$ cat src/hw/rtl/frsn_sqrt.sv
// Pipelined integer square root, one result bit per register stage.
// Generic; carries a side payload alongside. No package dependency.
module frsn_sqrt #(
  parameter int  IN_W = 62,
  parameter type side_t = logic,
  localparam int OUT_W = IN_W / 2
) (
  input  logic              clk_i,
  input  logic              rst_ni,
  input  logic              en_i,
  input  logic              valid_i,
  input  logic [IN_W-1:0]   rad_i,
  input  side_t             side_i,
  output logic              valid_o,
  output logic [OUT_W-1:0]  root_o,
  output side_t             side_o
);

  localparam int REM_W = OUT_W + 2;

  logic             v_q    [OUT_W];
  logic [REM_W-1:0] rem_q  [OUT_W];
  logic [OUT_W-1:0] root_q [OUT_W];
  logic [IN_W-1:0]  rad_q  [OUT_W];
  side_t            side_q [OUT_W];

  for (genvar k = 0; k < OUT_W; k++) begin : g_stage
    logic             v_in;
    logic [REM_W-1:0] rem_in, shifted, trial, rem_d;
    logic [OUT_W-1:0] root_in, root_d;
    logic [IN_W-1:0]  rad_in;
    side_t            side_in;
    logic             take;

    if (k == 0) begin : g_first
      assign v_in    = valid_i;
      assign rem_in  = '0;
      assign root_in = '0;
      assign rad_in  = rad_i;
      assign side_in = side_i;
    end else begin : g_next
      assign v_in    = v_q[k-1];
      assign rem_in  = rem_q[k-1];
      assign root_in = root_q[k-1];
      assign rad_in  = rad_q[k-1];
      assign side_in = side_q[k-1];
    end

    always_comb begin
      shifted = {rem_in[REM_W-3:0], rad_in[IN_W-1 -: 2]};
      trial   = {root_in, 2'b01};
      take    = shifted >= trial;
      rem_d   = take ? shifted - trial : shifted;
      root_d  = {root_in[OUT_W-2:0], take};
    end

    always_ff @(posedge clk_i or negedge rst_ni) begin
      if (!rst_ni) begin
        v_q[k] <= 1'b0;
      end else if (en_i) begin
        v_q[k] <= v_in;
      end
    end

    always_ff @(posedge clk_i) begin
      if (en_i) begin
        rem_q[k]  <= rem_d;
        root_q[k] <= root_d;
        rad_q[k]  <= {rad_in[IN_W-3:0], 2'b00};
        side_q[k] <= side_in;
      end
    end
  end

  assign valid_o = v_q[OUT_W-1];
  assign root_o  = root_q[OUT_W-1];
  assign side_o  = side_q[OUT_W-1];

endmodule

$ cat config.mk
export PLATFORM = sky130hd
export DESIGN_NAME = frsn_sqrt
export DESIGN_NICKNAME = d
export VERILOG_FILES = /design/src/hw/rtl/frsn_sqrt.sv
export SDC_FILE = /design/constraint.sdc
export NUM_CORES = 2
export LEC_CHECK = 0
export BUFFER_PORTS_ARGS = -buffer_cell sky130_fd_sc_hd__buf_2
export CORE_ASPECT_RATIO = 0.9
export CORE_MARGIN = 1.5
export CORE_UTILIZATION = 40
export DETAILED_ROUTE_END_ITERATION = 16
export HOLD_SLACK_MARGIN = 0.15
export RECOVER_POWER = 50
export SYNTH_ARGS = -nofsm -noshare
export SYNTH_HDL_FRONTEND = slang
export SYNTH_SLANG_ARGS = --single-unit
$ cat constraint.sdc
create_clock -name clk_i -period 6.17 [get_ports clk_i]
set_clock_uncertainty 0.15 [all_clocks]
set_input_delay 0.3085 -clock clk_i [delete_from_list [all_inputs] [get_ports clk_i]]
set_output_delay 0.3085 -clock clk_i [all_outputs]
set_load 0.1 [all_outputs]
Word-level counts from Yosys, hierarchy flattened
Memory sizes are Yosys's and may differ from the RTL's.
Index checks and enable logic that the tools add are counted.
Word-level totals
  register bits after elaboration: 31
  RAM bits: 3875
  input port bits: 67
  output and inout port bits: 33
  word-level logic and storage cells: 130
  memories kept: 4
Memory list
  rad_q: depth 31, bits a word 60, rd ports 30, clocked after memory_dff 0, wr ports 31, line 24  | logic [IN_W-1:0] rad_q [OUT_W];
  rem_q: depth 31, bits a word 33, rd ports 30, clocked after memory_dff 0, wr ports 31, line 22  | logic [REM_W-1:0] rem_q [OUT_W];
  root_q: depth 31, bits a word 31, rd ports 31, clocked after memory_dff 0, wr ports 31, line 23  | logic [OUT_W-1:0] root_q [OUT_W];
  side_q: depth 31, bits a word 1, rd ports 31, clocked after memory_dff 0, wr ports 31, line 25  | side_t side_q [OUT_W];
Operators by class
  add/sub/neg operators: 31
  magnitude comparators: 31
  multiplexer cells: 33
Operator list (number)
  $mux 33: 31
  $ge 33x33->1: 30
  $sub 33x33->33: 30
  $sub 2x1->3 const B: 1
  $ge 2x1->1 const B: 1
  $mux 1: 2

Logic depth before layout (Yosys ltp)
An unclocked memory read counts as a cell.
  depth after elaboration: 3
  mapped depth: 14
  gate-level depth less buffers: 12

Worst setup path after synthesis
OpenSTA, ideal clock, no wires.
  path type: reg2reg
  from: mem rem_q[12][0] in the netlist's numbering
  to: mem rem_q[13][29] in the netlist's numbering (data pin)
  setup time: 0.273 ns
  data arrival time: 3.010 ns
  required time: 5.747 ns
  path slack: 2.737 ns
  cell stages (with the launch flop): 12
  buffers on the path: 1
  clock period less this slack: 3.433 ns
  path through: edfxtp_1 ha_1 o21a_1 o21a_1 o31ai_1 o2bb2ai_1 or3_1 or4_1 clkbuf_1 nor3_1 nor4b_1 xor2_1
RTL lines (line)
  start: declaration: 22

==> flow_summary_export.csv <==
group,metric,value,unit
min_path,hold_depth,0,
clocking,cts_max_level,5,
setup_path,crit_path_max_incr_delay,2.69,ns
floorplanning,die_w,555,microns
setup_path,r2r_slack,1.64,ns
layout,fill_cells,24200,
synth,syn_nets,8933,
floorplanning,start_util,0.401,
setup_path,crit_fanout,111,
setup_path,critical_path_class,"primary input to register",
pwr,power_density,380,nW/um^2
routing,viasPerCell,5.19,
clocking,cts-resized-gates,0,
synth,ys_ff_latch,2375,
layout,layout_common_cells,"edfxtp_1, inv_1, nand2_1",
clocking,holdBufCountCts,133,
routing,post_drt_wl_per_cell,17.9,microns
routing,vias,65000,
clocking,cts.path.max_buffers,4,
layout,drive_above_1_share,0.0827,
clocking,cts_tree,"done",
routing,drt_iter0_drc,5034,
setup_path,cp.required,6.44,ns
grt,grt_util_all_layers,0.159,
layout,area_growth,13.8,%
floorplanning,core-area,273000,sq um
synth,synth_cell_types,92,
floorplanning,fp-row-count,182,
setup_path,r2r-start,"rem_q[18][1]$_DFFE_PP_",
sta,final-setup-viol-count,0,
setup_path,reg2reg_depth,9,
pwr,power.total,47.3,mW
setup_path,path_buf_inv,4,
sta,fmax,197,MHz
placement,globalplace.congestion,0.897,
pwr,leakage,47.2,nW
sta,worstMarginPinSlew,4.05,ns
synth,netlist_instances,8338,
synth,ys_seq_area_frac,0.650,
outcome,status,"complete, but fails checks",
pwr,ir_drop,0.000232,V
min_path,hp-class,"register to register",
synth,synth_edf_count,2344,
routing,drc,0,
sta,max-slew-margin-rel,-1.70,
placement,dp_hpwl,158,mm
layout,instances_no_fill,12500,
outcome,violations,"max-capacitance violations, max-slew violations",
sta,period_minus_slack,5.07,ns
setup_path,cp_top_family,"buffers and inverters",
sta,grt_setup_unrepaired,"false",
setup_path,cp.arrival,5.35,ns
synth,syn_area_per_cell,13.1,sq um
min_path,worstHoldStart,"rad_q[2][18]$_DFFE_PP_",
clocking,cts_setup_buffers,0,
sta,drv_slew,232,
grt,overflow,0,
synth,netlist_area,110000,sq um
setup_path,worstSetupStartpointType,"primary input",
grt,grt_pass1_wl,355,mm
floorplanning,dieArea,277000,sq um
synth,postSynth.asyncResetShare,0.0131,
clocking,numCtsBuffers,271,
clocking,clk_latency,0.85,ns
clocking,numClockSinks,2375,
layout,layout_commonest_cell,"edfxtp_1",
setup_path,crit_chain,"dlygate4sd3_1, clkbuf_2, clkbuf_1, buf_4",
floorplanning,dieHeight,499,microns
setup_path,cpMaxStageDelayCell,"clkbuf_2",
clocking,cts-root-buf,"clkbuf_16",
routing,drtPass1Iterations,8,
floorplanning,ioPinCount,100,
run,max_cap_violations,6,
sta,hold_viol_final,0,
sta,timing.final.crit_share,0.822,
setup_path,cp-end-kind,"register",
clocking,path_clk_slew,0.06,ns
setup_path,rr_endpoint,"rem_q[19][4]$_DFFE_PP_",
grt,grt_max_degree,164,
synth,synth_warnings,0,
sta,setup_tns,0,ns
placement,dp_cells,11900,
layout,final_nets,9333,
min_path,whs_endpoint,"rad_q[3][20]$_DFFE_PP_",
grt,grt_pass1_vias,64000,
placement,port_buffers,99,
routing,route.final.wire_length,224,mm
routing,ant_nets,0,
grt,grt_antenna_before_repair,1,
synth,synthFlopType,"edfxtp_1",
[synthesized netlist by cell type (12+ instances only)]
| library cell | instances | share of area |
|---|---|---|
| nor4_1 | 94 | 0.0054 |
| inv_1 | 645 | 0.022 |
| nand3_1 | 128 | 0.0058 |
| nor3b_1 | 16 | 0.0011 |
| or4_1 | 60 | 0.0041 |
| edfxtp_1 | 2344 | 0.64 |
| nor2_1 | 475 | 0.016 |
| clkbuf_1 | 138 | 0.0047 |
| nand4_1 | 86 | 0.0049 |
| a21boi_0 | 19 | 0.0013 |
| a21o_1 | 218 | 0.015 |
| o21bai_1 | 49 | 0.0034 |
| and4_1 | 16 | 0.0013 |
| a211oi_1 | 54 | 0.0037 |
| xnor2_1 | 381 | 0.030 |
| o21ai_0 | 462 | 0.021 |
| o21a_1 | 95 | 0.0065 |
| buf_1 | 12 | 0.00041 |
| o31a_1 | 13 | 0.0010 |
| o31ai_1 | 36 | 0.0025 |
| nand3b_1 | 23 | 0.0016 |
| a2111oi_0 | 17 | 0.0014 |
| nand2_1 | 575 | 0.020 |
| xor2_1 | 360 | 0.029 |
| o211ai_1 | 28 | 0.0019 |
| ha_1 | 528 | 0.060 |
| nor2b_1 | 71 | 0.0041 |
| nor3_1 | 200 | 0.0091 |
| dfrtp_1 | 31 | 0.0071 |
| or2_2 | 37 | 0.0021 |
| o22ai_1 | 14 | 0.00080 |
| a31oi_1 | 39 | 0.0022 |
| a211o_1 | 16 | 0.0013 |
| and3_1 | 43 | 0.0025 |
| nand2b_1 | 100 | 0.0057 |
| or3_1 | 82 | 0.0047 |
| and2_1 | 37 | 0.0021 |
| mux2_2 | 126 | 0.013 |
| a21oi_1 | 470 | 0.021 |
[worst max-delay path by stage]
stage,start,to,depth (start not counted)
5_1_grt,en_i,root_q[1][71]$_DFFE_PP_,4
4_1_cts,rem_q[18][1]$_DFFE_PP_,rem_q[19][4]$_DFFE_PP_,9
3_3_place_gp,rem_q[18][1]$_DFFE_PP_,rem_q[19][4]$_DFFE_PP_,9
3_5_place_dp,rem_q[18][1]$_DFFE_PP_,rem_q[19][4]$_DFFE_PP_,9
6_report,en_i,rem_q[18][15]$_DFFE_PP_,4
2_1_floorplan,rem_q[12][0]$_DFFE_PP_,rem_q[13][29]$_DFFE_PP_,11
[registers in the layout, summed over array words and instances, names as in the netlist]
signal,count
rad_q,930
root_q,496
g_stage.v_in,30
side_q,31
rem_q,887
valid_o,1
[worst register-to-register path: cells and delay by family, from the launching register on]
kind                       cells  cell delay [ns]
buffers and inverters          1             0.38
muxes                          1             0.37
adders and majority gates      1             0.37
AOI/OAI and AO/OA              6             2.60
DFF                            1             0.41
[stage by stage]
stage	setup WS [ns]	hold slack, ns	util	instance area, sq um
floorplan	2.74	-0.137	-	110000
global placement	1.86	0.213	0.420	115000
detailed placement	1.72	0.231	0.420	115000
CTS	1.70	0.234	0.457	125000
global route	0.674	0.249	0.457	125000
finish	1.10	0.228	0.457	125000
[power breakdown]
part           internal (mW)  switching, mW
registers               20.5           1.34
logic                   4.06           5.57
clock network           9.51           6.40
[layout make-up]
class | count | area, sq um | share of cell area
multi-input cells | 5157 | 35400 | 0.284
repair buffers | 287 | 2380 | 0.0191
flip-flops and latches | 2375 | 71200 | 0.571
clock inverters | 148 | 1690 | 0.0136
well taps | 3588 | 4490 | 0.0360
inverters | 646 | 2430 | 0.0195
clock buffers | 322 | 7090 | 0.0569
diodes | 1 | 2.50 | 0.0000201
[cells by family after synthesis]
kind of cell | count (synthesis) | share of synthesized area
compound gates | 1660 | 0.0942
xor+xnor | 741 | 0.0593
fa+ha+maj | 528 | 0.0603
buf+inv | 806 | 0.0278
flops | 2375 | 0.650
mux | 136 | 0.0139
other cells | 1 | 0.0000342
simple gates | 2091 | 0.0948
[layer usage]
layer	track usage	share of wire	vias to the layer above
li1	-	-	31800
met1	0.214	0.45	31400
met2	0.267	0.48	1362
met3	0.0220	0.043	412
met4	0.0497	0.030	0
met5	0	0	-
Note: power is estimated with default switching activity, not from simulation.
