### config.mk
export PLATFORM = sky130hd
export DESIGN_NAME = frsn_div
export DESIGN_NICKNAME = d
export VERILOG_FILES = /design/src/hw/rtl/frsn_div.sv
export SDC_FILE = /design/constraint.sdc
export NUM_CORES = 2
export LEC_CHECK = 0
export ABC_AREA = 1
export BUFFER_PORTS_ARGS = -buffer_cell sky130_fd_sc_hd__buf_2
export CAP_MARGIN = 10
export CORE_MARGIN = 2
export CORE_UTILIZATION = 49
export CTS_CLUSTER_SIZE = 28
export DETAILED_ROUTE_END_ITERATION = 7
export GPL_TIMING_DRIVEN = 1
export PLACE_DENSITY_LB_ADDON = 0.1
export SLEW_MARGIN = 20
export SYNTH_ARGS = -nofsm -noshare
export SYNTH_HDL_FRONTEND = slang
export SYNTH_SLANG_ARGS = --single-unit
export TNS_END_PERCENT = 100
### constraint.sdc
create_clock -name clk_i -period 6.6 [get_ports clk_i]
set_clock_uncertainty 0.2 [all_clocks]
set_input_delay 0.66 -clock clk_i [delete_from_list [all_inputs] [get_ports clk_i]]
set_output_delay 0.66 -clock clk_i [all_outputs]
set_load 0.05 [all_outputs]
### src/hw/rtl/frsn_div.sv
// Pipelined restoring divider, one quotient bit per register stage.
// Divides {rem_i, low_i} by den_i; rem_i must be below den_i. No package use.
module frsn_div #(
  parameter int  DEN_W = 14,
  parameter int  Q_W   = 30,
  parameter type side_t = logic
) (
  input  logic              clk_i,
  input  logic              rst_ni,
  input  logic              en_i,
  input  logic              valid_i,
  input  logic [DEN_W-1:0]  rem_i,
  input  logic [Q_W-1:0]    low_i,
  input  logic [DEN_W-1:0]  den_i,
  input  side_t             side_i,
  output logic              valid_o,
  output logic [Q_W-1:0]    quo_o,
  output side_t             side_o
);

  logic             v_q    [Q_W];
  logic [DEN_W-1:0] rem_q  [Q_W];
  logic [Q_W-1:0]   low_q  [Q_W];
  logic [DEN_W-1:0] den_q  [Q_W];
  logic [Q_W-1:0]   quo_q  [Q_W];
  side_t            side_q [Q_W];

  for (genvar k = 0; k < Q_W; k++) begin : g_stage
    logic             v_in;
    logic [DEN_W-1:0] rem_in, den_in, rem_d;
    logic [Q_W-1:0]   low_in, quo_in;
    logic [DEN_W:0]   r2, diff;
    side_t            side_in;
    logic             take;

    if (k == 0) begin : g_first
      assign v_in    = valid_i;
      assign rem_in  = rem_i;
      assign low_in  = low_i;
      assign den_in  = den_i;
      assign quo_in  = '0;
      assign side_in = side_i;
    end else begin : g_next
      assign v_in    = v_q[k-1];
      assign rem_in  = rem_q[k-1];
      assign low_in  = low_q[k-1];
      assign den_in  = den_q[k-1];
      assign quo_in  = quo_q[k-1];
      assign side_in = side_q[k-1];
    end

    always_comb begin
      r2    = {rem_in, low_in[Q_W-1]};
      diff  = r2 - {1'b0, den_in};
      take  = r2 >= {1'b0, den_in};
      rem_d = take ? diff[DEN_W-1:0] : r2[DEN_W-1:0];
    end

    always_ff @(posedge clk_i or negedge rst_ni) begin
      if (!rst_ni) begin
        v_q[k] <= 1'b0;
      end else if (en_i) begin
        v_q[k] <= v_in;
      end
    end

    always_ff @(posedge clk_i) begin
      if (en_i) begin
        rem_q[k]  <= rem_d;
        low_q[k]  <= {low_in[Q_W-2:0], 1'b0};
        den_q[k]  <= den_in;
        quo_q[k]  <= {quo_in[Q_W-2:0], take};
        side_q[k] <= side_in;
      end
    end
  end

  assign valid_o = v_q[Q_W-1];
  assign quo_o   = quo_q[Q_W-1];
  assign side_o  = side_q[Q_W-1];

endmodule

* After elaboration in Yosys (flattened, before gate mapping)
Memory sizes are Yosys's and may differ from the RTL's. Cells that the tools add are included.
Operators by class: add/sub/neg operators 30, multiply operators 0, div/mod/pow operators 0, order comparisons 30, equal/unequal tests 0, shifts and indexed selects 0, mux-type cells 32, bitwise logic cells 0, reductions and logical operators 0
Operator list (count):
- $ge A15 B14 Y1 | 30
- $mux W14 | 30
- $sub A14 B14 Y14 | 30
- $mux W1 | 2
Storage, ports and cells: register bits 30, latch bits 0, RAM bits 2640, bits in read-only memories 0, bits of input ports 63, output and inout port bits 32, logic and storage cells 127, memories kept 5
Memories:
- quo_q | depth 30, bits a word 30, read ports 30, clocked after Yosys merged registers in 0, wr ports 30, line 25 | logic [Q_W-1:0] quo_q [Q_W];
- low_q | depth 30, bits a word 29, read ports 29, clocked after Yosys merged registers in 0, wr ports 30, line 23 | logic [Q_W-1:0] low_q [Q_W];
- den_q | depth 30, bits a word 14, read ports 29, clocked after Yosys merged registers in 0, wr ports 30, line 24 | logic [DEN_W-1:0] den_q [Q_W];
- rem_q | depth 30, bits a word 14, read ports 29, clocked after Yosys merged registers in 0, wr ports 30, line 22 | logic [DEN_W-1:0] rem_q [Q_W];
- side_q | depth 30, bits a word 1, read ports 30, clocked after Yosys merged registers in 0, wr ports 30, line 26 | side_t side_q [Q_W];

* Depth between registers and ports, before layout
An unclocked memory read counts as a cell.
word-level depth 3, mapped depth 14, depth with buffers taken out 12

* Worst setup path before layout
Ideal clock, no wire load.
path type input to register, from in low_i[29], to mem rem_q[0][8], data pin, library setup time 253 ps, arrival time 1890 ps, data required time 6147 ps, path slack 4257 ps, cell stages on the path 11, path buffers 0, cells stage by stage inv_1 -> ha_1 -> inv_1 -> fa_1 -> nand3_1 -> nand3_1 -> nand3_1 -> nand2_1 -> xor2_1 -> nand2_1 -> nand2_1
RTL lines:
- start: declaration | line 13 | input logic [Q_W-1:0] low_i,
- end: declaration | line 22

==> impl_summary.md <==
Outcome
The run finished with clean final reports.

Logic synthesis
The proportion of synthesized chip area in sequential cells is 60.4%. The cell count after synthesis is 8404. The number of enable flip-flop cells after synthesis is 1742. By area, the combinational part of the netlist is dominated by simple AND/OR/NAND/NOR gates.

Counting every net in the synthesized netlist gives 8945. Synthesis inferred 1772 register bits. The cell type with the largest total area after synthesis is sky130_fd_sc_hd__edfxtp_1.

Averaged over all synthesized cells, the footprint is 10.5 um^2. The synthesized netlist devotes 2.02% of its cell area to XOR and XNOR gates. After Yosys synthesis, and, or, nand and nor cells account for 19.1% of the synthesized area. The post-synthesis instance area is 87900 um^2. The share of cell area taken by muxes after synthesis is 0.0256%. The most instantiated library cell after synthesis is sky130_fd_sc_hd__nand2_1. During synthesis, Yosys emitted a total of 0 warnings. Ranked by instance count, the synthesized netlist is headed by 2345 x sky130_fd_sc_hd__nand2_1, 1742 x sky130_fd_sc_hd__edfxtp_1, 1686 x sky130_fd_sc_hd__inv_1.

Of the total synthesized cell area, the portion taken by full adders, half adders and majority gates is 7.05%. The most used flip-flop cell after synthesis is sky130_fd_sc_hd__edfxtp_1. The area fraction in compound gates after synthesis is 3.29%. The proportion of register bits with asynchronous set or reset after synthesis is 1.69%. Ranked by total cell area, the synthesized netlist is headed by sky130_fd_sc_hd__edfxtp_1 60%, sky130_fd_sc_hd__nand2_1 10%, sky130_fd_sc_hd__inv_1 7.2%. The share of Yosys cell area claimed by the top area cell type is 59.5%. Synthesis instantiated 45 different standard cells from the library.

Worst setup path
STA puts the critical path data required time at 6.96 ns. By instance count, the cell type seen most on the critical path is sky130_fd_sc_hd__nand2_1. The count of buffer and inverter cells on the critical path is 1. The capturing element type of the critical path is a flip-flop. The delay contributed by the slowest stage of the critical path is 0.43 ns. The arrival time of the worst setup path is 2.91 ns. The path type of the worst setup path is reg -> reg.

The cell family contributing the most delay on the critical path is simple AND/OR/NAND/NOR gates. The critical path's slowest cell is sky130_fd_sc_hd__edfxtp_1. The signal on the critical path passes through ha_1 > nand2_1 > inv_1 > nand2_1 > nand2_1 > a21oi_4 > nand3_4 > nand3_1 > nand2_1. STA classifies the critical path startpoint as a flip-flop. The maximum fanout count along the critical path is 23.

Detailed routing
Detailed routing placed a total of 79.9 mm of wire on met2. The detail-routed net length per standard cell is 15.5 um. After detailed routing, the total wire length is 174 mm. Summing over every cut layer, the via total after detailed routing is 54600. The first-iteration detailed-routing DRC count is 3921. The total iterations of the first detailed-routing run is 6. The highest metal layer with signal wires is met4. Dividing the detail-routed via count by the number of cells gives 4.87. Once detail routing completed, the nets flagged for antenna violations numbered 0.

In the routed design, unresolved DRC markers number 0. The sum of routed wire segments on met1 is 84.7 mm. The amount of wire on met3 after detailed routing is 6.28 mm.

Power
The power density of the placed cells is 433 nW/um^2. Of the total power, the share spent switching nets is 37.1%. Of the total power, the clock network draws 24.7%.

The design internal power is 26.6 mW. The overall power of the completed layout is 42.3 mW. The net switching component of the power is 15.7 mW.

IR analysis of the VDD net gives a maximum drop of 0.000236 V. The leakage dissipation is 44.3 nW. The part of the total power dissipated in combinational logic is 36.6%.

The sequential power share is 38.7%.

Clock tree
The clock latency on the worst-skew pair is 0.83 ns. Counting the buffers created by CTS gives 189. CTS placed an instance of sky130_fd_sc_hd__clkbuf_16 at the clock tree root. The H-tree generated during clock tree synthesis spans 4 levels. The maximum buffer depth of the clock tree is 3. After clock tree synthesis, the repair step resized 0 gates. The number of buffers added to fix hold violations after cts is 59.

The number of setup buffers added after CTS is 0. The number of sinks handled by clock tree synthesis is 1772. TritonCTS built the clock tree. Clock-pin slew was measured on the worst setup and hold paths at 0.06 ns.

Min path
The tightest min-delay check is of the in -> reg type.

Placement
Input and output buffers added on the ports amount to 94. The setup slack after placement is 3.75 ns. At the end of routability-driven placement, the weighted congestion stood at 0.896.

The total half-perimeter wirelength after legalization and detailed placement is 127 mm.

Timing
The time the final worst path needs with I/O delays and setup is 2.56 ns. The post-route setup TNS is 0 ns. The share of the clock period used by the worst path after layout is 38.7%. Setup repair after global routing left no endpoint under its margin. The total setup violations reported at the end of the flow is 0. The count of final hold-check violations is 0. The worst-case headroom to the max-slew limit is 33.9%. Once routing completed, OpenROAD measured the worst setup slack at 4.04 ns. The max-slew violation total from the final report was 0.

The transition time at the pin with the least slew margin is 0.992 ns. For this run, the top clock speed supported by timing is 391 MHz.

Floorplan
Measured along the x axis, the die boundary spans 427 um. The placement row count is 155. The die span in y is 427 um.

The number of top-level pins is 95. The core footprint is 178000 um^2. The full die area is 183000 um^2. The effective utilization at floorplan is 49.3%.

GRT
The overall overflow remaining after global route is 0. The wire length of the first global-routing pass is 281 mm. The initial antenna violation count came to 1. The via count of the first global-routing pass is 52900. Global routing used 19.2% of the available tracks. The pin count of the biggest net entering global routing is 176.

Cells and area
The area added between synthesis and finish is 11.1%. The post-route netlist has 7.80% of its cells at a drive strength greater than 1. After the last flow step, the layout net total stands at 9244.

Run
Max-cap violations in this run came to 0.
[placed cells by master (no fill, tap or decap), drive strengths merged]
cell,netlist,routed
mux2,2,2
dfrtp,30,30
nand2,2410,2410
bufinv,0,18
a21o,14,14
clkbuf,5,236
inv,1698,1707
buf,62,116
fa,29,29
dlygate4sd3,0,59
nand3b,32,32
ha,449,449
diode,0,1
xor2,159,159
o21ai,257,257
clkinv,0,78
nand3,496,496
nor2,426,426
clkinvlp,0,5
nor3,9,9
o21bai,15,15
o21a,2,2
xnor2,44,44
a21oi,185,185
and2,56,56
edfxtp,1742,1742
nor4,1,1
nand4,266,266
or2,15,15
[kinds of logic after synthesis]
group,after synthesis
and+or+nand+nor,3711
DFF,1772
buffers and inverters,1765
adders and majority gates,478
AOI/OAI and AO/OA,473
xor gates and xnor gates,203
muxes,2
[state kept, by name, summed over array words and instances, names as in the netlist]
signal,flops
quo_q,465
g_stage.v_in,29
rem_q,406
side_q,30
valid_o,1
den_q,406
low_q,435
[tightest hold or removal path, delay by kind of cell]
family	cells	cell delay (ns)
simple gates	2	0.24
buf+inv	1	0.10
[power by group through the flow]
stage          logic, mW  clock network (mW)  registers [mW]
4_1_cts             15.5                10.8            16.4
3_5_place_dp        15.4                   0            16.6
3_3_place_gp        15.2                   0            16.6
6_report            15.5                10.4            16.4
5_1_grt             17.8                11.2            16.6
2_1_floorplan       12.3                   0            16.1
[final cells by class]
type                    instances  area, um^2
inverters                    1698        6370
well taps                    2355        2950
fillers                     15600       80600
multi-input cells            4867       27700
clock buffers                 236        4950
flip-flops and latches       1772       53100
diodes                          1        2.50
clock inverters               110        1200
repair buffers                175        1370
[stage by stage]
step	instance area (um^2)	hold WS, ns	utilization [%]	cells
2_1_floorplan	87900	0.164	-	8404
3_3_place_gp	90900	0.200	51.0	10800
3_5_place_dp	90900	0.205	51.0	10800
4_1_cts	97600	0.0142	54.8	11200
5_1_grt	97600	0.0619	54.8	11200
6_report	97600	0.110	54.8	11200
[path summary, 6_finish.rpt]
| path | startpoint | endpoint | slack (ns) | cells past startpoint |
|---|---|---|---|---|
| worst max-delay path | rem_q[1][79]$_DFFE_PP_ | rem_q[1][95]$_DFFE_PP_ | 4.04 | 9 |
| worst max register to register | rem_q[1][79]$_DFFE_PP_ | rem_q[1][95]$_DFFE_PP_ | 4.04 | 9 |
| worst min register to register | low_q[0][101]$_DFFE_PP_ | low_q[0][131]$_DFFE_PP_ | 0.19 | 0 |
| worst min-delay path | rem_i[11] | rem_q[0][12]$_DFFE_PP_ | 0.11 | 3 |
| max in group asynchronous | rst_ni | g_stage[3].v_in$_DFFE_PN0P_ | 5.53 | 2 |
| min in group asynchronous | rst_ni | g_stage[1].v_in$_DFFE_PN0P_ | 0.21 | 2 |
[per-layer routing]
layer / up-vias / track usage (%)
met5: - / 0
met4: 0 / 4.77
met3: 224 / 2.73
met2: 870 / 30.7
met1: 25300 / 27.7
li1: 28200 / -
Note: power is estimated with default switching activity, not from simulation.
