File: src/hw/rtl/frsn_pkg.sv
// Shared constants and types for the Fresnel reflectance unit.
// No dependencies.
package frsn_pkg;

  localparam int VEC_FRAC_BITS_DEF = 14;

  localparam int VEC_W   = 16;
  localparam int IDX_W   = 14;
  localparam int C_W     = 31;
  localparam int RAD_W   = 62;
  localparam int SIN_T_W = 30;
  localparam int PROD_W  = 45;
  localparam int DEN_W   = 46;
  localparam int RAT_W   = 19;
  localparam int RATIO_BITS = 18;
  localparam int REFL_W  = 16;

  localparam int IN_DATA_W  = 112;
  localparam int OUT_DATA_W = 16;

  localparam logic [RAD_W-1:0]  ONE_Q60  = 62'd1 << 60;
  localparam logic [IDX_W-1:0]  ETA_ONE  = 14'd4096;
  localparam logic [RAT_W-1:0]  RAT_ONE  = 19'd1 << RATIO_BITS;
  localparam logic [REFL_W-1:0] REFL_ONE = 16'd32768;

  typedef struct packed {
    logic [C_W-1:0]   c;
    logic [IDX_W-1:0] eta_i;
    logic [IDX_W-1:0] eta_t;
    logic             tir;
    logic             zs;
  } frsn_side_t;

endpackage

File: src/hw/rtl/frsn_front.sv
// Front end: dot product, clamp, cosine of incidence, index swap, 1 - cos^2.
// Four register stages. Depends on frsn_pkg.
module frsn_front #(
  parameter int VEC_FRAC_BITS = frsn_pkg::VEC_FRAC_BITS_DEF
) (
  input  logic                                clk_i,
  input  logic                                rst_ni,
  input  logic                                en_i,
  input  logic                                valid_i,
  input  logic signed [frsn_pkg::VEC_W-1:0]   dir_x_i,
  input  logic signed [frsn_pkg::VEC_W-1:0]   dir_y_i,
  input  logic signed [frsn_pkg::VEC_W-1:0]   dir_z_i,
  input  logic signed [frsn_pkg::VEC_W-1:0]   norm_x_i,
  input  logic signed [frsn_pkg::VEC_W-1:0]   norm_y_i,
  input  logic signed [frsn_pkg::VEC_W-1:0]   norm_z_i,
  input  logic        [frsn_pkg::IDX_W-1:0]   material_index_i,
  output logic                                valid_o,
  output logic        [frsn_pkg::RAD_W-1:0]   rad_o,
  output frsn_pkg::frsn_side_t                side_o
);

  localparam int TWO_F = 2 * VEC_FRAC_BITS;
  localparam int SH_R  = (TWO_F >= 30) ? TWO_F - 30 : 0;
  localparam int SH_L  = (TWO_F >= 30) ? 0 : 30 - TWO_F;
  localparam logic [63:0] ONE2F = 64'd1 << TWO_F;

  logic                              v1_q, v2_q, v3_q, v4_q;
  logic signed [2*frsn_pkg::VEC_W-1:0] px_q, py_q, pz_q;
  logic [frsn_pkg::IDX_W-1:0]        idx1_q;
  frsn_pkg::frsn_side_t              side2_q, side3_q, side4_q, side2_d;
  logic [2*frsn_pkg::C_W-1:0]        csq_q;
  logic [frsn_pkg::RAD_W-1:0]        rad_q;

  logic signed [33:0] dot;
  logic        [33:0] mag;
  logic        [63:0] mag_w, magc, c_w;
  logic               leaving;

  always_comb begin
    dot = 34'(px_q) + 34'(py_q) + 34'(pz_q);
    leaving = dot > 34'sd0;
    mag = dot[33] ? 34'(-dot) : 34'(dot);
    mag_w = {30'd0, mag};
    magc = (mag_w > ONE2F) ? ONE2F : mag_w;
    c_w = (magc >> SH_R) << SH_L;
    side2_d.c = c_w[frsn_pkg::C_W-1:0];
    side2_d.eta_i = leaving ? idx1_q : frsn_pkg::ETA_ONE;
    side2_d.eta_t = leaving ? frsn_pkg::ETA_ONE : idx1_q;
    side2_d.tir = (side2_d.eta_t == '0);
    side2_d.zs = 1'b0;
  end

  always_ff @(posedge clk_i or negedge rst_ni) begin
    if (!rst_ni) begin
      v1_q <= 1'b0;
      v2_q <= 1'b0;
      v3_q <= 1'b0;
      v4_q <= 1'b0;
    end else if (en_i) begin
      v1_q <= valid_i;
      v2_q <= v1_q;
      v3_q <= v2_q;
      v4_q <= v3_q;
    end
  end

  always_ff @(posedge clk_i) begin
    if (en_i) begin
      px_q    <= dir_x_i * norm_x_i;
      py_q    <= dir_y_i * norm_y_i;
      pz_q    <= dir_z_i * norm_z_i;
      idx1_q  <= material_index_i;
      side2_q <= side2_d;
      csq_q   <= side2_q.c * side2_q.c;
      side3_q <= side2_q;
      rad_q   <= frsn_pkg::ONE_Q60 - csq_q;
      side4_q <= side3_q;
    end
  end

  assign valid_o = v4_q;
  assign rad_o   = rad_q;
  assign side_o  = side4_q;

endmodule

File: config.mk
export PLATFORM = sky130hd
export DESIGN_NAME = frsn_front
export DESIGN_NICKNAME = d
export VERILOG_FILES = /design/src/hw/rtl/frsn_pkg.sv /design/src/hw/rtl/frsn_front.sv
export SDC_FILE = /design/constraint.sdc
export NUM_CORES = 2
export LEC_CHECK = 0
export ABC_AREA = 1
export ABC_CLOCK_PERIOD_IN_PS = 9300
export BUFFER_PORTS_ARGS = -buffer_cell sky130_fd_sc_hd__buf_2
export CAP_MARGIN = 20
export CORE_UTILIZATION = 40
export CTS_BUF_LIST = sky130_fd_sc_hd__clkbuf_8 sky130_fd_sc_hd__clkbuf_16
export DETAILED_ROUTE_END_ITERATION = 8
export PLACE_DENSITY = 0.56
export RECOVER_POWER = 50
export SLEW_MARGIN = 20
export SYNTH_ARGS = -nofsm -noshare
export SYNTH_HDL_FRONTEND = slang
export SYNTH_SLANG_ARGS = --single-unit
File: constraint.sdc
create_clock -name clk_i -period 9.3 [get_ports clk_i]
set_input_delay 0.93 -clock clk_i [delete_from_list [all_inputs] [get_ports clk_i]]
set_output_delay 0.93 -clock clk_i [all_outputs]
set_load 0.1 [all_outputs]
# Word-level counts from Yosys, hierarchy flattened
# Cells that the tools add are included.
op_classes:
  add_sub_neg: 4
  mul: 4
  div: 0
  magnitude_cmp: 2
  eq_ne: 0
  shift: 0
  mux: 2
  bitwise: 0
  reduce_logical: 1
ops:
  columns: ["op", "n"]
  rows:
  - ["16-bit by 16-bit multiplier with 32-bit output", 3]
  - ["61-bit by 62-bit subtractor with 62-bit output (first input constant)", 1]
  - ["29-bit by 29-bit multiplier with 58-bit output", 1]
  - ["33-bit by 32-bit adder with 34-bit output", 1]
  - ["34-bit by 1-bit > comparator with 1-bit output (second input constant)", 1]
  - ["34-bit by 29-bit > comparator with 1-bit output (second input constant)", 1]
  - ["34-bit 2-to-1 mux", 1]
  - ["34-bit negator", 1]
  - ["32-bit by 32-bit adder with 33-bit output", 1]
  - ["14-bit zero test", 1]
  - ["14-bit 2-to-1 mux", 1]
word_totals:
  regBits: 408
  latchBits: 0
  mem_bits_rw: 0
  rom_bits: 0
  out_inout_bits: 124
  mem_count: 0

# Depth between registers and ports, before layout
depth:
  depth_word: 5
  depth_mapped: 34
  mapped_depth_nobuf: 32

# Worst setup path after synthesis
# OpenSTA, ideal clock, no wires.
synth_timing:
  path_type: "register to register"
  start: "register side2_q[40] (netlist bit)"
  end: "register csq_q[58] (netlist bit), data pin"
  setup_time_ns: 0.265
  arrival_ns: 7.008
  path_slack_ns: 2.027
  path_stages_with_launch: 31
  n_path_buf: 2
  period_less_slack_ns: 7.273
  cell_sequence: "edfxtp_1 -> clkbuf_1 -> buf_1 -> nand2_1 -> inv_1 -> ha_1 -> a31o_2 -> fa_1 -> fa_1 -> inv_1 -> fa_1 -> inv_1 -> fa_1 -> inv_1 -> fa_1 -> inv_1 -> fa_1 -> inv_1 -> fa_1 -> inv_1 -> ha_1 -> a21oi_1 -> inv_1 -> a31oi_1 -> a21boi_0 -> o21bai_1 -> a21oi_1 -> o21ai_0 -> a31oi_1 -> o21ai_0 -> xor2_1"
synth_between:
  elab_chain_len: 1
synth_rtl:
  columns: ["element", "line_no", "text"]
  rows:
  - ["from (decl)", "frsn_front.sv:30", "frsn_pkg::frsn_side_t side2_q, side3_q, side4_q, side2_d;"]
  - ["from (signal assigned)", "frsn_front.sv:73", "side2_q <= side2_d;"]
  - ["29-bit by 29-bit multiplier with 58-bit output", "frsn_front.sv:74", "csq_q <= side2_q.c * side2_q.c;"]
  - ["to (signal assigned)", "frsn_front.sv:74", null]
  - ["to (decl)", "frsn_front.sv:31", "logic [2*frsn_pkg::C_W-1:0] csq_q;"]
# Every way passes these cells.
# A chain may end at the register's enable or synchronous reset.

# Worst setup path in the final report
layout_timing:
  start: "register side2_q[55] (netlist bit)"
  end: "register csq_q[60] (netlist bit), data pin"
# The elaborated chain is that of the path after synthesis.

==> results.txt <==
result of the run = complete, but fails checks
failing checks = max-capacitance violations, max-slew violations
mux contribution to synthesized area = 0
slew at the pin closest to its max-slew limit = 6560 ps
Setup crit start kind = flop
fmax = 117 MHz
final wirelength = 177000 um
number of buffers on the longest clock path = 3
#FFs+latches synth = 400
Synth cell types = 56
adder and majority gate portion of the synthesized area = 0.497
top-level port count = 238
total congestion overflow = 0
Mapped Avg Cell Area = 8.88 um^2
Final nets = 10400
number of standard cells in the layout, taps in and fillers out = 10600
clk sinks = 400
Die Span X = 428 um
Antenna Nets Post-Route = 0
post-CTS setup buffers = 0
count of maximum capacitance violations = 2
synthesized instance count = 8174
CTS tree = yes
Row Count = 155
Initial DRC Count = 2838
xor-xnor portion of the synthesized cell area = 0.0294
Largest stage delay, worst path = 950 ps
number of CTS-inserted buffers = 46
largest driver fanout on the critical path = 18
Final setup violation count = 0
dominant synthesized flop cell = sky130_fd_sc_hd__edfxtp_1
estimated wirelength of the detail-placed design = 150000 um
IO Port Bufs = 230
Worst Setup Path Type = flop to flop
clock network latency to the later pin of the worst-skew pair = 660 ps
post-synthesis sequential area ratio = 0.165
time the final worst path needs with I/O delays and setup = 8530 ps
DR vias/cell = 4.71
Vias = 50100
cell area after placement = 76000 um^2
area of the mapped netlist = 72600 um^2
per-cell routed wire length = 16.6 um
signal arrival time at the worst endpoint = 8880 ps
pin count of the biggest net entering global routing = 161
kind of path behind the tightest hold check = primary input to async pin
final routed DRC violation total = 0
root buffer selected by CTS = sky130_fd_sc_hd__clkbuf_16
number of hold-repair buffers added at the cts stage = 0
die boundary height = 428 um
fin area = 77500 um^2
relative slew slack = -3.37
initial core utilization = 0.405
compound-cell area share of the yosys netlist = 0.0327
Post-synth ARST share = 0.0100
slowest cell on the critical path = sky130_fd_sc_hd__clkbuf_1
main combinational cell family by area after synthesis = adder cells
number of antenna violations at the first check in global routing = 2
setup tns final = 0 ps
PostCTS Resize Cnt = 0
CP most frequent cell = sky130_fd_sc_hd__fa_1
clock transition at the registers of the reported paths = 60 ps
count of flip-flops with a built-in enable after synthesis = 396
Cells after DPL = 10600
kind of end point of the critical path = flop
wire length of the first global-routing pass = 292000 um
Routability Congestion = 0.917
number of max-slew violations in the final report = 286
Yosys Warn Count = 0
Pre-Repair DR Iteration Count = 5
fraction of layout instances using a drive strength above 1 = 0.0501
Critical Path RT = 9640 ps
number of global-route vias before repair = 54900
RSZ-0062 raised after global routing = no
area fraction in and, or, nand and nor cells after synthesis = 0.134
final worst path period share = 0.918
worst clock skew = 58.5 ps
die area = 183000 um^2
area of the placeable core = 179000 um^2
synthesis-to-layout area growth = 6.71%
aggregate global-route resource usage = 0.199
Hold Vio Cnt, Final = 0
Core Util, Final = 0.432
level count of the clock H-tree = 2
[registers in the layout, summed over array words and instances (netlist names)]
name,count
py_q,32
idx1_q,14
v1_q,1
side2_q,58
side_o,58
pz_q,32
v3_q,1
v2_q,1
valid_o,1
csq_q,56
side3_q,58
px_q,32
rad_o,56
[worst paths after layout]
path / startpoint / to / slack, ps / depth (start not counted)
worst max-delay path: side2_q[55]$_SDFFCE_PN0P_ / csq_q[60]$_DFFE_PP_ / 770 / 25
worst min-delay path: rst_ni / v2_q$_DFFE_PN0P_ / 100 / 1
worst max register to register: side2_q[55]$_SDFFCE_PN0P_ / csq_q[60]$_DFFE_PP_ / 770 / 25
worst min register to register: side2_q[5]$_DFFE_PP_ / side3_q[5]$_DFFE_PP_ / 410 / 0
max in group asynchronous: rst_ni / valid_o$_DFFE_PN0P_ / 9010 / 1
min in group clk_i: side2_q[5]$_DFFE_PP_ / side3_q[5]$_DFFE_PP_ / 410 / 0
[metrics by stage]
step	setup slack (ps)	hold slack, ps
2_1_floorplan	2030	400
3_3_place_gp	1170	401
3_5_place_dp	1150	405
4_1_cts	1060	16.0
5_1_grt	312	79.5
6_report	765	104
[Yosys cell counts (4+ instances only)]
cell	instances	area, um^2
sky130_fd_sc_hd__inv_1	2468	9260
sky130_fd_sc_hd__nand3_1	134	671
sky130_fd_sc_hd__inv_2	6	22.5
sky130_fd_sc_hd__xor2_1	156	1370
sky130_fd_sc_hd__a21oi_1	216	1080
sky130_fd_sc_hd__o2111ai_1	4	35.0
sky130_fd_sc_hd__clkbuf_1	202	758
sky130_fd_sc_hd__a21boi_0	7	52.6
sky130_fd_sc_hd__o21ai_0	83	415
sky130_fd_sc_hd__nand4_1	38	238
sky130_fd_sc_hd__nor3_1	21	105
sky130_fd_sc_hd__nand2_2	16	100
sky130_fd_sc_hd__xnor2_1	88	771
sky130_fd_sc_hd__nand3_2	9	90.1
sky130_fd_sc_hd__o21a_1	15	113
sky130_fd_sc_hd__o31ai_1	6	45.0
sky130_fd_sc_hd__fa_1	1469	29400
sky130_fd_sc_hd__dfrtp_1	4	100
sky130_fd_sc_hd__buf_6	6	67.6
sky130_fd_sc_hd__o21bai_1	12	90.1
sky130_fd_sc_hd__a21o_1	14	105
sky130_fd_sc_hd__a31oi_1	33	206
sky130_fd_sc_hd__ha_1	533	6670
sky130_fd_sc_hd__o211ai_1	11	82.6
sky130_fd_sc_hd__nor2_1	289	1080
sky130_fd_sc_hd__buf_1	29	109
sky130_fd_sc_hd__nand2_1	1765	6630
sky130_fd_sc_hd__edfxtp_1	396	11900
sky130_fd_sc_hd__nor4_1	13	81.3
sky130_fd_sc_hd__or2_2	48	300
sky130_fd_sc_hd__nor2_2	31	194
sky130_fd_sc_hd__buf_4	10	75.1
[placed cells by master (no fill, tap or decap), types with 88 or more instances in the layout]
cell type                  netlist  routed
sky130_fd_sc_hd__inv_1        2468    2475
sky130_fd_sc_hd__nand2_1      1765    1765
sky130_fd_sc_hd__fa_1         1469    1469
sky130_fd_sc_hd__ha_1          533     533
sky130_fd_sc_hd__edfxtp_1      396     396
sky130_fd_sc_hd__nor2_1        289     291
sky130_fd_sc_hd__a21oi_1       216     216
sky130_fd_sc_hd__buf_2           2     190
sky130_fd_sc_hd__xor2_1        156     156
sky130_fd_sc_hd__nand3_1       134     134
sky130_fd_sc_hd__xnor2_1        88      88
[cell families (layout without fill, tap and decap cells)]
logic type / after synthesis / in the layout
AOI/OAI and AO/OA: 418 / 418
buffers and inverters: 2723 / 2830
xor gates and xnor gates: 244 / 244
and+or+nand+nor: 2386 / 2386
DFF: 400 / 400
other: 1 / 9
adders and majority gates: 2002 / 2002
[metal layers]
metal,global-route usage,wire length (um)
met4,0.0514,4570
met3,0.0187,7300
met5,0,0
met1,0.262,76600
met2,0.350,88500
[layout make-up]
class | count | area [um^2]
Tap cell | 2355 | 2950
Clock inverter | 39 | 412
Clock buffer | 46 | 1150
Inverter | 2474 | 9290
Timing Repair Buffer | 271 | 1380
Antenna cell | 2 | 5.00
Multi-Input combinational cell | 5057 | 50300
Fill cell | 17800 | 102000
Sequential cell | 400 | 12000
[critical path: cells and delay by family (launching register included)]
kind	cells	cell delay, ps
adder cells (fa/ha/maj)	9	4380
buffers and inverters	4	1200
AND/OR/NAND/NOR	8	1180
flip-flops	1	850
AO/OA/AOI/OAI	3	500
XOR/XNOR	1	100
Power is not shown: default switching activity piles up to over one toggle a cycle in this logic, so the estimate is an artifact.
